--- config.mk ---
export PLATFORM = sky130hd
export DESIGN_NAME = page_frame_replacement_unit
export DESIGN_NICKNAME = d
export VERILOG_FILES = /design/src/rtl/pfr_pkg.sv /design/src/rtl/page_frame_replacement_unit.sv
export SDC_FILE = /design/constraint.sdc
export NUM_CORES = 2
export LEC_CHECK = 0
export BUFFER_PORTS_ARGS = -buffer_cell sky130_fd_sc_hd__buf_2
export CORE_ASPECT_RATIO = 2
export CORE_MARGIN = 4
export CORE_UTILIZATION = 42
export DETAILED_ROUTE_END_ITERATION = 10
export GPL_TIMING_DRIVEN = 0
export HOLD_SLACK_MARGIN = 0.15
export PLACE_DENSITY = 0.62
export SYNTH_ARGS = -nofsm -noshare
export SYNTH_HDL_FRONTEND = slang
export SYNTH_SLANG_ARGS = --single-unit
--- constraint.sdc ---
create_clock -name i_clk -period 6.72 [get_ports i_clk]
set_input_delay 1.008 -clock i_clk [delete_from_list [all_inputs] [get_ports i_clk]]
set_output_delay 1.008 -clock i_clk [all_outputs]
set_load 0.01 [all_outputs]
--- src/rtl/pfr_pkg.sv ---
// Package: types and constants of the page frame replacement unit.
`timescale 1ns / 1ps
`default_nettype none
package pfr_pkg;

    localparam int PAGE_W = 16;
    localparam int PROC_W = 3;
    localparam int TIME_W = 32;
    localparam int PICK_W = 16;
    localparam int FIDX_W = 4;
    localparam int CNT_W  = 32;
    localparam int CFG_W  = 5;
    localparam int POL_W  = 2;

    localparam logic [POL_W-1:0] POL_LRU  = 2'd0;
    localparam logic [POL_W-1:0] POL_FIFO = 2'd1;
    localparam logic [POL_W-1:0] POL_RAND = 2'd2;

    localparam logic CFG_POLICY = 1'b0;
    localparam logic CFG_FRAMES = 1'b1;

    typedef struct packed {
        logic [PAGE_W-1:0] page;
        logic [PROC_W-1:0] proc;
        logic [TIME_W-1:0] ltime;
    } t_entry;

    typedef enum logic [2:0] {
        S_IDLE,
        S_SEARCH,
        S_RMOD,
        S_RRD,
        S_RCAP,
        S_MOVE,
        S_FIN
    } t_state;

endpackage
`default_nettype wire

--- src/rtl/page_frame_replacement_unit.sv ---
// Top level: page frame replacement unit with LRU, FIFO and random reorder.
`timescale 1ns / 1ps
`default_nettype none
//  channel | direction | handshake                      | payload
//  in      | input     | i_in_valid / o_in_ready        | page, process, time, pick
//  out     | output    | o_out_valid / i_out_ready      | hit, frame, eviction, faults
//  cfg     | input     | i_cfg_we                       | i_cfg_idx, i_cfg_data
//  Steps per item: accept, scan the entries in turn, then on an LRU hit or an eviction
//  shift the entries and write the moved entry, then finish.
//  Random reorder adds a bit-serial modulo of the pick and a fetch of the picked entry.
//  Reset: synchronous, active low; no clearing pass (fault counters use valid bits).
//  A finished result waits in the output register; the next transfer is taken meanwhile,
//  and its finish stalls until the waiting result is taken.
module page_frame_replacement_unit #(
    parameter int FRAMES    = 16,
    parameter int PROCESSES = 8
) (
    input  wire                              i_clk,
    input  wire                              i_rst_n,
    input  wire                              i_cfg_we,
    input  wire                              i_cfg_idx,
    input  wire [pfr_pkg::CFG_W-1:0]         i_cfg_data,
    input  wire                              i_in_valid,
    output logic                             o_in_ready,
    input  wire [pfr_pkg::PAGE_W-1:0]        i_page_number,
    input  wire [pfr_pkg::PROC_W-1:0]        i_process_id,
    input  wire [pfr_pkg::TIME_W-1:0]        i_ref_time,
    input  wire [pfr_pkg::PICK_W-1:0]        i_random_pick,
    output logic                             o_out_valid,
    input  wire                              i_out_ready,
    output logic                             o_hit,
    output logic [pfr_pkg::FIDX_W-1:0]       o_frame_index,
    output logic                             o_evicted,
    output logic [pfr_pkg::PAGE_W-1:0]       o_evicted_page,
    output logic [pfr_pkg::PROC_W-1:0]       o_evicted_process,
    output logic [pfr_pkg::TIME_W-1:0]       o_residency_time,
    output logic [pfr_pkg::CNT_W-1:0]        o_fault_count
);
    import pfr_pkg::*;

    localparam int IW  = (FRAMES > 1) ? $clog2(FRAMES) : 1;
    localparam int FW  = $clog2(FRAMES + 1);
    localparam int SW  = (PROCESSES > 1) ? $clog2(PROCESSES) : 1;
    localparam int CW0 = (FW > CFG_W) ? FW : CFG_W;
    localparam int CW  = (CW0 > FIDX_W) ? CW0 : FIDX_W;
    localparam int EP_RST = ((FRAMES < 16) ? FRAMES : 16) - 1;

    t_state             r_state, n_state;
    logic [POL_W-1:0]   r_policy;
    logic [CFG_W-1:0]   r_fcount;
    logic [FW-1:0]      r_occ, n_occ;
    logic [IW-1:0]      r_ep, n_ep;
    logic [PAGE_W-1:0]  r_page, n_page;
    logic [PROC_W-1:0]  r_proc, n_proc;
    logic [TIME_W-1:0]  r_time, n_time;
    logic [PICK_W-1:0]  r_pick, n_pick;
    logic [SW-1:0]      r_slot, n_slot;
    logic [IW-1:0]      r_sk, n_sk;
    t_entry             r_front, n_front;
    t_entry             r_hold, n_hold;
    logic [IW-1:0]      r_cur, n_cur;
    logic [IW-1:0]      r_to, n_to;
    logic               r_up, n_up;
    logic [FW-1:0]      r_rem, n_rem;
    logic [3:0]         r_bit, n_bit;
    logic               r_fault, n_fault;
    logic               r_hit, n_hit;
    logic [FIDX_W-1:0]  r_fidx, n_fidx;
    logic               r_ev, n_ev;
    logic [PAGE_W-1:0]  r_evpg, n_evpg;
    logic [PROC_W-1:0]  r_evpr, n_evpr;
    logic [TIME_W-1:0]  r_res, n_res;
    logic               r_ov, n_ov;
    logic               load_out;
    logic [CNT_W-1:0]   n_cnt;

    t_entry             q_mem [FRAMES];
    t_entry             q_rd;
    logic [IW-1:0]      q_ra;
    logic               q_we;
    logic [IW-1:0]      q_wa;
    t_entry             q_wd;

    logic [CNT_W-1:0]   f_mem [PROCESSES];
    logic [CNT_W-1:0]   f_rd;
    logic [PROCESSES-1:0] r_fvld;
    logic               f_we;

    logic [CW-1:0]      fc_x, frames_x;
    logic [FW-1:0]      frames;
    logic [6:0]         slot_x;
    t_entry             front;
    logic               match, last;
    logic [FW:0]        rem_sh;

    assign fc_x     = CW'(r_fcount);
    assign frames_x = (fc_x == '0) ? CW'(1) : ((fc_x > CW'(FRAMES)) ? CW'(FRAMES) : fc_x);
    assign frames   = frames_x[FW-1:0];
    assign o_in_ready  = (r_state == S_IDLE);
    assign o_out_valid = r_ov;

    always_comb begin
        slot_x = 7'(i_process_id);
        for (int k = 0; k < 8; k++) begin
            if (slot_x >= 7'(PROCESSES)) begin
                slot_x = slot_x - 7'(PROCESSES);
            end
        end
    end

    always_ff @(posedge i_clk) begin
        if (q_we) begin
            q_mem[q_wa] <= q_wd;
        end
        q_rd <= q_mem[q_ra];
        if (f_we) begin
            f_mem[r_slot] <= n_cnt;
        end
        f_rd <= f_mem[r_slot];
    end

    always_comb begin
        n_state = r_state;
        n_occ = r_occ;     n_ep = r_ep;       n_page = r_page;  n_proc = r_proc;
        n_time = r_time;   n_pick = r_pick;   n_slot = r_slot;  n_sk = r_sk;
        n_front = r_front; n_hold = r_hold;   n_cur = r_cur;    n_to = r_to;
        n_up = r_up;       n_rem = r_rem;     n_bit = r_bit;    n_fault = r_fault;
        n_hit = r_hit;     n_fidx = r_fidx;   n_ev = r_ev;      n_evpg = r_evpg;
        n_evpr = r_evpr;   n_res = r_res;
        n_ov = r_ov & ~i_out_ready;
        load_out = 1'b0;
        q_ra = '0;
        q_we = 1'b0;
        q_wa = r_cur;
        q_wd = q_rd;
        f_we = 1'b0;
        n_cnt = (r_fvld[r_slot] ? f_rd : '0) + CNT_W'(r_fault);
        front = (r_sk == '0) ? q_rd : r_front;
        match = (FW'(r_sk) < r_occ) && (q_rd.page == r_page) && (q_rd.proc == r_proc);
        last = (r_occ == '0) || (FW'(r_sk) == r_occ - FW'(1));
        rem_sh = {r_rem, r_pick[PICK_W-1]};
        if (rem_sh >= {1'b0, r_occ}) begin
            rem_sh = rem_sh - {1'b0, r_occ};
        end
        case (r_state)
            S_IDLE: begin
                if (i_in_valid) begin
                    n_page = i_page_number;
                    n_proc = i_process_id;
                    n_time = i_ref_time;
                    n_pick = i_random_pick;
                    n_slot = slot_x[SW-1:0];
                    n_sk = '0;
                    n_hit = 1'b0; n_ev = 1'b0; n_evpg = '0; n_evpr = '0;
                    n_res = '0; n_fault = 1'b0;
                    n_state = S_SEARCH;
                end
            end
            S_SEARCH: begin
                if (r_sk == '0) begin
                    n_front = q_rd;
                end
                if (match) begin
                    n_hit = 1'b1;
                    n_fidx = FIDX_W'(frames_x - CW'(r_sk) - CW'(1));
                    case (r_policy)
                        POL_LRU: begin
                            n_hold = q_rd;
                            n_cur = r_sk;
                            n_to = IW'(r_occ - FW'(1));
                            n_up = 1'b1;
                            q_ra = r_sk + IW'(1);
                            n_state = S_MOVE;
                        end
                        POL_RAND: begin
                            n_rem = '0;
                            n_bit = '0;
                            n_state = S_RMOD;
                        end
                        default: n_state = S_FIN;
                    endcase
                end else if (last) begin
                    n_fault = 1'b1;
                    if (r_occ < frames) begin
                        q_we = 1'b1;
                        q_wa = IW'(r_occ);
                        q_wd = '{page: r_page, proc: r_proc, ltime: r_time};
                        n_occ = r_occ + FW'(1);
                        n_fidx = FIDX_W'(frames_x - CW'(r_occ) - CW'(1));
                        n_state = S_FIN;
                    end else begin
                        n_ev = 1'b1;
                        n_evpg = front.page;
                        n_evpr = front.proc;
                        n_res = r_time - front.ltime;
                        n_fidx = FIDX_W'(r_ep);
                        n_ep = (r_ep != '0) ? r_ep - IW'(1) : IW'(frames - FW'(1));
                        n_hold = '{page: r_page, proc: r_proc, ltime: r_time};
                        n_cur = '0;
                        n_to = IW'(r_occ - FW'(1));
                        n_up = 1'b1;
                        q_ra = IW'(1);
                        n_state = S_MOVE;
                    end
                end else begin
                    n_sk = r_sk + IW'(1);
                    q_ra = r_sk + IW'(1);
                end
            end
            S_RMOD: begin
                n_rem = rem_sh[FW-1:0];
                n_pick = r_pick << 1;
                n_bit = r_bit + 4'd1;
                if (r_bit == 4'd15) begin
                    n_state = S_RRD;
                end
            end
            S_RRD: begin
                q_ra = IW'(r_rem);
                n_state = S_RCAP;
            end
            S_RCAP: begin
                n_hold = q_rd;
                n_cur = IW'(r_rem);
                n_to = '0;
                n_up = 1'b0;
                q_ra = IW'(r_rem) - IW'(1);
                n_state = S_MOVE;
            end
            S_MOVE: begin
                q_we = 1'b1;
                if (r_cur == r_to) begin
                    q_wa = r_to;
                    q_wd = r_hold;
                    n_state = S_FIN;
                end else begin
                    q_wa = r_cur;
                    q_wd = q_rd;
                    n_cur = r_up ? r_cur + IW'(1) : r_cur - IW'(1);
                    q_ra = r_up ? r_cur + IW'(2) : r_cur - IW'(2);
                end
            end
            S_FIN: begin
                if (!r_ov || i_out_ready) begin
                    f_we = r_fault;
                    load_out = 1'b1;
                    n_ov = 1'b1;
                    n_state = S_IDLE;
                end
            end
            default: n_state = S_IDLE;
        endcase
    end

    always_ff @(posedge i_clk) begin
        if (!i_rst_n) begin
            r_state  <= S_IDLE;
            r_policy <= POL_LRU;
            r_fcount <= CFG_W'(16);
            r_occ    <= '0;
            r_ep     <= IW'(EP_RST);
            r_ov     <= 1'b0;
            r_fvld   <= '0;
        end else begin
            r_state <= n_state;
            r_occ   <= n_occ;
            r_ep    <= n_ep;
            r_ov    <= n_ov;
            if (f_we) begin
                r_fvld[r_slot] <= 1'b1;
            end
            if (i_cfg_we) begin
                case (i_cfg_idx)
                    CFG_POLICY: r_policy <= i_cfg_data[POL_W-1:0];
                    CFG_FRAMES: r_fcount <= i_cfg_data;
                    default:    r_policy <= r_policy;
                endcase
            end
        end
    end

    always_ff @(posedge i_clk) begin
        r_page <= n_page;   r_proc <= n_proc;   r_time <= n_time;   r_pick <= n_pick;
        r_slot <= n_slot;   r_sk <= n_sk;       r_front <= n_front; r_hold <= n_hold;
        r_cur <= n_cur;     r_to <= n_to;       r_up <= n_up;       r_rem <= n_rem;
        r_bit <= n_bit;     r_fault <= n_fault; r_hit <= n_hit;     r_fidx <= n_fidx;
        r_ev <= n_ev;       r_evpg <= n_evpg;   r_evpr <= n_evpr;   r_res <= n_res;
        if (load_out) begin
            o_hit             <= r_hit;
            o_frame_index     <= r_fidx;
            o_evicted         <= r_ev;
            o_evicted_page    <= r_evpg;
            o_evicted_process <= r_evpr;
            o_residency_time  <= r_res;
            o_fault_count     <= n_cnt;
        end
    end

    a_occ_bound: assert property (@(posedge i_clk) disable iff (!i_rst_n)
        r_occ <= FW'(FRAMES))
        else $error("occupancy beyond frame store");

    a_accept_search: assert property (@(posedge i_clk) disable iff (!i_rst_n)
        (i_in_valid && o_in_ready) |=> (r_state == S_SEARCH))
        else $error("accepted transfer did not start a search");

    a_move_range: assert property (@(posedge i_clk) disable iff (!i_rst_n)
        (r_state == S_MOVE) |-> (FW'(r_cur) < r_occ && FW'(r_to) < r_occ))
        else $error("queue move outside occupied entries");

    a_out_from_fin: assert property (@(posedge i_clk) disable iff (!i_rst_n)
        $rose(r_ov) |-> ($past(r_state) == S_FIN))
        else $error("result raised outside finish");

endmodule
`default_nettype wire
==> Word-level counts from Yosys, hierarchy flattened <==
Memories as Yosys holds them, arrays and structs flattened. A register that Yosys moved wholly into a read port is not among the register bits.
Cells that the tools add are included.
{ "totals": {"out_inout_bits": 91, "input_bits": 78, "n_memories": 2, "ramBits": 1072, "elab_cells": 238, "ff_bits": 366} }
{ "memory_table": {"columns": ["name", "depth", "word_bits", "read_ports", "rd_clocked_by_memory_dff", "wr", "line", "rtl"], "rows": [
  ["q_mem", 16, 51, 1, 1, 1, "page_frame_replacement_unit.sv:77", "t_entry q_mem [FRAMES];"],
  ["f_mem", 8, 32, 1, 1, 1, "page_frame_replacement_unit.sv:84", "logic [CNT_W-1:0] f_mem [PROCESSES];"]
]} }
{ "classes": {"eq_ne": 26, "bitwise": 6, "addsub": 18, "mux": 110, "n_lt_le_gt_ge": 6, "n_reduce_logical": 33} }
{ "ops": {"columns": ["cell", "count"], "rows": [
  ["$mux 51", 9],
  ["$pmux 51 s2", 2],
  ["$mux 32", 5],
  ["$mux 4", 28],
  ["$mux 16", 5],
  ["$pmux 16 s2", 2],
  ["$pmux 32 s2", 1],
  ["$add 32x1->32", 1],
  ["$pmux 4 s2", 4],
  ["$sub 32x32->32", 1],
  ["$mux 3", 10],
  ["$mux 1", 25],
  ["$mux 5", 5],
  ["$sub 4x1->4 const B", 6],
  ["$pmux 3 s7", 1],
  ["$ne 2x2->1 const B", 10],
  ["$reduce_and 4->1", 5],
  ["$eq 16x16->1", 1],
  ["$pmux 4 s4", 1],
  ["$reduce_and 5->1", 3],
  ["$add 4x1->4 const B", 3],
  ["$pmux 3 s2", 2],
  ["$pmux 4 s3", 1],
  ["$logic_not 5->1", 2],
  ["other kinds (42)", 66]
]} }

==> Depth between registers and ports, before layout <==
{ "logic_depth": {"word_depth": 10, "mapped_depth": 17, "mapped_depth_nobuf": 15} }

==> Worst setup path after synthesis <==
Ideal clock, no wire load.
{ "synth_path": {"kind": "register to register", "start": "reg r_state[1]", "end": "reg r_ev (enable)", "stages_incl_launch_ff": 9, "path_slack_ns": -0.135, "period_less_slack_ns": 6.855, "arrival_ns": 6.314, "required_time_ns": 6.180, "cell_sequence": "dfxtp_1 > clkbuf_1 > clkbuf_1 > nor3_1 > nand2_1 > inv_1 > nor2_1 > a21oi_1 > a21boi_0"} }
{ "synth_via": {"elab_chain_len": 3, "word_cells_on_any_way": 8, "classes_between": "eq/ne: 5; reduce/logical: 3"} }
{ "synth_rtl": {"columns": ["item", "line", "rtl"], "rows": [
  ["start, declared", "page_frame_replacement_unit.sv:48", "t_state r_state, n_state;"],
  ["start signal, assigned", "page_frame_replacement_unit.sv:265", "r_state <= n_state;"],
  ["$logic_not 3->1 *", null, null],
  ["named net o_in_ready", "page_frame_replacement_unit.sv:24", "output logic o_in_ready,"],
  ["$ne 2x2->1 (no line) or $reduce_bool 2->1 (tied branches)", null, null],
  ["$reduce_and 5->1 (no line) *", null, null],
  ["end signal, assigned", "page_frame_replacement_unit.sv:287", "r_ev <= n_ev; r_evpg <= n_evpg; r_evpr <= n_evpr; r_res <= n_res;"],
  ["end, declared", "page_frame_replacement_unit.sv:69", "logic r_ev, n_ev;"]
]} }
Mark *: on every way through the listed nets, which the timed path passes. The rest lies on a longest branch.
A chain may end at the register's enable or synchronous reset.

==> Worst setup path in the final report <==
{ "layout_path": {"start": "reg r_sk[1]", "end": "reg r_res[28] (data pin)"} }
{ "layout_via": {"elab_chain_len": 7} }
{ "layout_rtl": {"columns": ["item", "line", "rtl"], "rows": [
  ["start, declared", "page_frame_replacement_unit.sv:58", "logic [IW-1:0] r_sk, n_sk;"],
  ["start signal, assigned", "page_frame_replacement_unit.sv:284", "r_slot <= n_slot; r_sk <= n_sk; r_front <= n_front; r_hold <= n_hold;"],
  ["$logic_not 4->1", "page_frame_replacement_unit.sv:138", "front = (r_sk == '0) ? q_rd : r_front;"],
  ["$mux 51", null, null],
  ["$sub 32x32->32", "page_frame_replacement_unit.sv:195", "n_res = r_time - front.ltime;"],
  ["$mux 32", "page_frame_replacement_unit.sv:184", "if (r_occ < frames) begin"],
  ["$mux 32", "page_frame_replacement_unit.sv:182", "end else if (last) begin"],
  ["$mux 32", "page_frame_replacement_unit.sv:163", "if (match) begin"],
  ["$pmux 32 s2", "page_frame_replacement_unit.sv:145", "case (r_state)"],
  ["end signal, assigned", "page_frame_replacement_unit.sv:287", null],
  ["end, declared", "page_frame_replacement_unit.sv:72", "logic [TIME_W-1:0] r_res, n_res;"]
]} }
No other way between the ends. The select of a mux whose other input is x is not followed.

==> key figures <==
Global route
  – Largest net degree at the start of global routing: 52
  – Initial antenna violation count: 3
  – Vias in the first global route: 34.9k
  – First-pass GRT wire length: 233000 um
  – Global Route Usage Sum: 21.1%
  – Overflow left after global routing: 0

Place
  – Place WS: -0.939 ns
  – IO Port Bufs: 166
  – DPL Wire Length: 117000 um
  – Placed inst area: 65100 um2
  – Inst Count DP: 5843
  – Final GP Congestion: 0.884

Final layout
  – Area growth, synth to finish: 15.5%
  – Post-Layout Cell Count: 6102
  – Final #Nets: 4256
  – Post-route cell area: 69800 um2
  – Layout cells sized above 1: 16.6%
  – # fillers: 12.0k
  – Most common cell after layout, fill and taps aside: edfxtp_1
  – Most frequent cells in the layout: edfxtp_1 (1410), mux2i_1 (448), buf_2 (206)

Die
  – Initial cell density of the core: 42.3%
  – Row Count: 196
  – Height of the die: 545 um
  – Core Area: 143000 um2
  – Die X: 276 um
  – Die Footprint: 151000 um2
  – Top Ports: 169

Route
  – Iteration-0 DRC Markers: 2794
  – Drt wl/cell: 26.8 um
  – Final wirelength: 164000 um
  – Number of vias per cell: 5.56
  – # DRC: 0
  – 1st-pass router iterations: 5
  – Vias after detailed routing: 34.0k
  – ANT nets after route: 0

Synthesis
  – Area of the mapped netlist: 60500 um2
  – Register area share after synthesis: 73.7%
  – Yosys warnings: 0
  – Post-Syn Nets: 3860
  – Asr flop ratio synth: 0%
  – Mapped Avg Cell Area: 16.3 um2
  – Top FF cell, synth: edfxtp_1
  – Number of synthesized flops with an enable pin: 1410
  – Netlist cell types: 79
  – Synth Instances: 3714
  – #FFs+latches synth: 1521

Power
  – Cell area power density: 477 nW/um2
  – Peak supply drop: 215 uV
  – Leakage: 0.0263 uW
  – Design Power: 33300 uW

STA
  – Final Hold Fails: 0
  – Clock skew: 0.0439 ns
  – Final WS setup: 0.399 ns
  – RSZ-0062 raised after global routing: no
  – FMAX: 158 MHz
  – Worst-Margin Slew: 1.31 ns
  – Final slew viol count: 0
  – Rel. slew slack: 11.9%
  – Fin crit share: 94.1%
  – Fin crit period: 6.32 ns
  – Final setup fails: 0
  – Hold_ws: 0.401 ns

Critical path
  – Worst path slowest cell: a211oi_1
  – Startpoint Class: register
  – Worst setup EP type: register
  – Crit path kind: register to register
  – Worst Path Required: 7.22 ns
  – Crit path DAT: 6.83 ns
  – Worst path cell trace: inv_1 -> ha_1 -> nor3b_2 -> clkbuf_2 -> clkbuf_1 -> mux2i_1 -> ha_1 -> nor2b_1 -> o21a_1 -> o21ai_0 -> a21oi_1 -> o21a_1 -> a211oi_1 -> nor3_1 -> o311ai_0 -> nand2_1
  – Max stage delay on crit path: 0.71 ns
  – Reg2Reg Depth: 16
  – Crit path max fanout: 10

Clock network
  – Clk Latency, worst-skew pair: 0.78 ns
  – CTS tree: done
  – Post-CTS setup buffers: 0
  – Clk buf depth: 4
  – CTS root buf: clkbuf_16
  – CTS H-Tree Depth: 4
  – CTS sink count: 1521
  – Num CTS Buffers: 143
  – Clock slew at reported path FFs: 0.07 ns

Min path
  – Hold path depth: 1
  – Hold/Removal Path Class: primary input to register

Status
  – Status: complete, no violations

Run
  – Total of max-cap violations: 0
[synthesized netlist by cell type (4+ instances only)]
master	count	area share [%]
edfxtp_1	1410	70
mux2i_1	448	7.4
a22oi_1	180	2.2
o22ai_1	155	1.6
o21ai_0	137	1.1
nand2_1	125	0.78
inv_1	115	0.71
dfxtp_1	111	3.7
nor2_1	103	0.64
mux2_2	97	1.8
clkbuf_1	90	0.56
ha_1	62	1.3
or3_1	60	0.62
a21oi_1	49	0.41
xnor2_1	47	0.68
nand4_1	45	0.47
xor2_1	42	0.61
mux2_1	41	0.76
buf_2	39	0.32
nand3_1	39	0.32
nor3_1	37	0.31
and2_1	31	0.32
buf_4	27	0.34
nor2b_1	25	0.26
a21o_1	21	0.26
and3_1	20	0.21
o21a_1	16	0.20
a31oi_1	12	0.12
nand2b_1	12	0.12
a21boi_0	10	0.12
buf_1	9	0.056
nor4_1	9	0.093
nor3b_1	7	0.087
fa_1	6	0.20
o211ai_1	6	0.074
or2_2	6	0.062
a211oi_1	4	0.050
buf_12	4	0.13
[registers in the layout, summed over array words and instances (netlist names), 5 cells and up]
| name | flops |
|---|---|
| q_rd | 51 |
| r_pick | 16 |
| o_evicted_page | 16 |
| r_time | 32 |
| r_front | 51 |
| f_rd | 32 |
| r_page | 16 |
| r_evpg | 16 |
| f_mem | 256 |
| r_rem | 5 |
| r_occ | 5 |
| r_res | 32 |
| fc_x | 5 |
| r_fvld | 8 |
| r_hold | 51 |
| o_fault_count | 32 |
| q_mem | 816 |
| o_residency_time | 32 |
[cell type report]
class | instances | area [um2] | area share (%)
repair buffers | 251 | 2100 | 3.01
inverters | 118 | 447 | 0.640
flip-flops and latches | 1521 | 44600 | 63.8
clock inverters | 76 | 807 | 1.16
diodes | 4 | 10.0 | 0.0143
multi-input cells | 1899 | 14700 | 21.1
well taps | 1881 | 2350 | 3.37
clock buffers | 176 | 3910 | 5.59
plain buffers | 176 | 938 | 1.34
[cell families (layout without fill, tap and decap cells)]
kind of cell,count (synthesis),in the layout,synth area share [%]
flops,1521,1521,73.7
other cells,0,4,0
compound gates,618,618,6.66
buf+inv,294,797,2.28
simple gates,534,534,4.50
xor+xnor,91,91,1.37
mux,588,588,10.0
fa+ha+maj,68,68,1.48
[through the flow]
stage,utilization (%),TNS [ns]
after floorplan,-,0
after global placement,44.5,-3809.22
after detailed placement,45.5,-3.91
after CTS,48.8,0
after global routing,48.8,0
final,48.8,0
[path summary, 6_finish.rpt]
check | start | end | slack, ns
worst max register to register | r_sk[1] | r_res[28] | 0.40
worst min-delay path | i_ref_time[0] | r_time[0] | 0.40
worst max-delay path | r_sk[1] | r_res[28] | 0.40
worst min register to register | r_res[17] | o_residency_time[17] | 0.41
[layer usage]
layer	GRT usage [%]	up-vias	share of wire (%)
met5	0	-	0
met4	12.9	0	6.8
met3	2.52	457	5.0
met2	40.1	1297	54
met1	22.2	17000	35
li1	-	15200	-
[critical path: cells and delay by family, from the launching register on]
family,cells,cell delay [ns]
and+or+nand+nor,4,1.06
adders and majority gates,2,0.47
DFF,1,0.56
muxes,1,0.35
buffers and inverters,3,1.51
AOI/OAI and AO/OA,6,2.08
[timing repair]
item | 4_1_cts | 5_1_grt
endpoints found under the setup margin | 13 | 0
hold buffers | 0 | 0
resized for setup | 3 | 0
[report_power, final]
| group | total, uW | switching, uW | internal, uW |
|---|---|---|---|
| Clock | 8210 | 3510 | 4700 |
| Combinational | 11000 | 7200 | 3760 |
| Sequential | 14100 | 755 | 13400 |
| Total | 33300 | 11500 | 21800 |
Power figures use the tool's default switching activity.
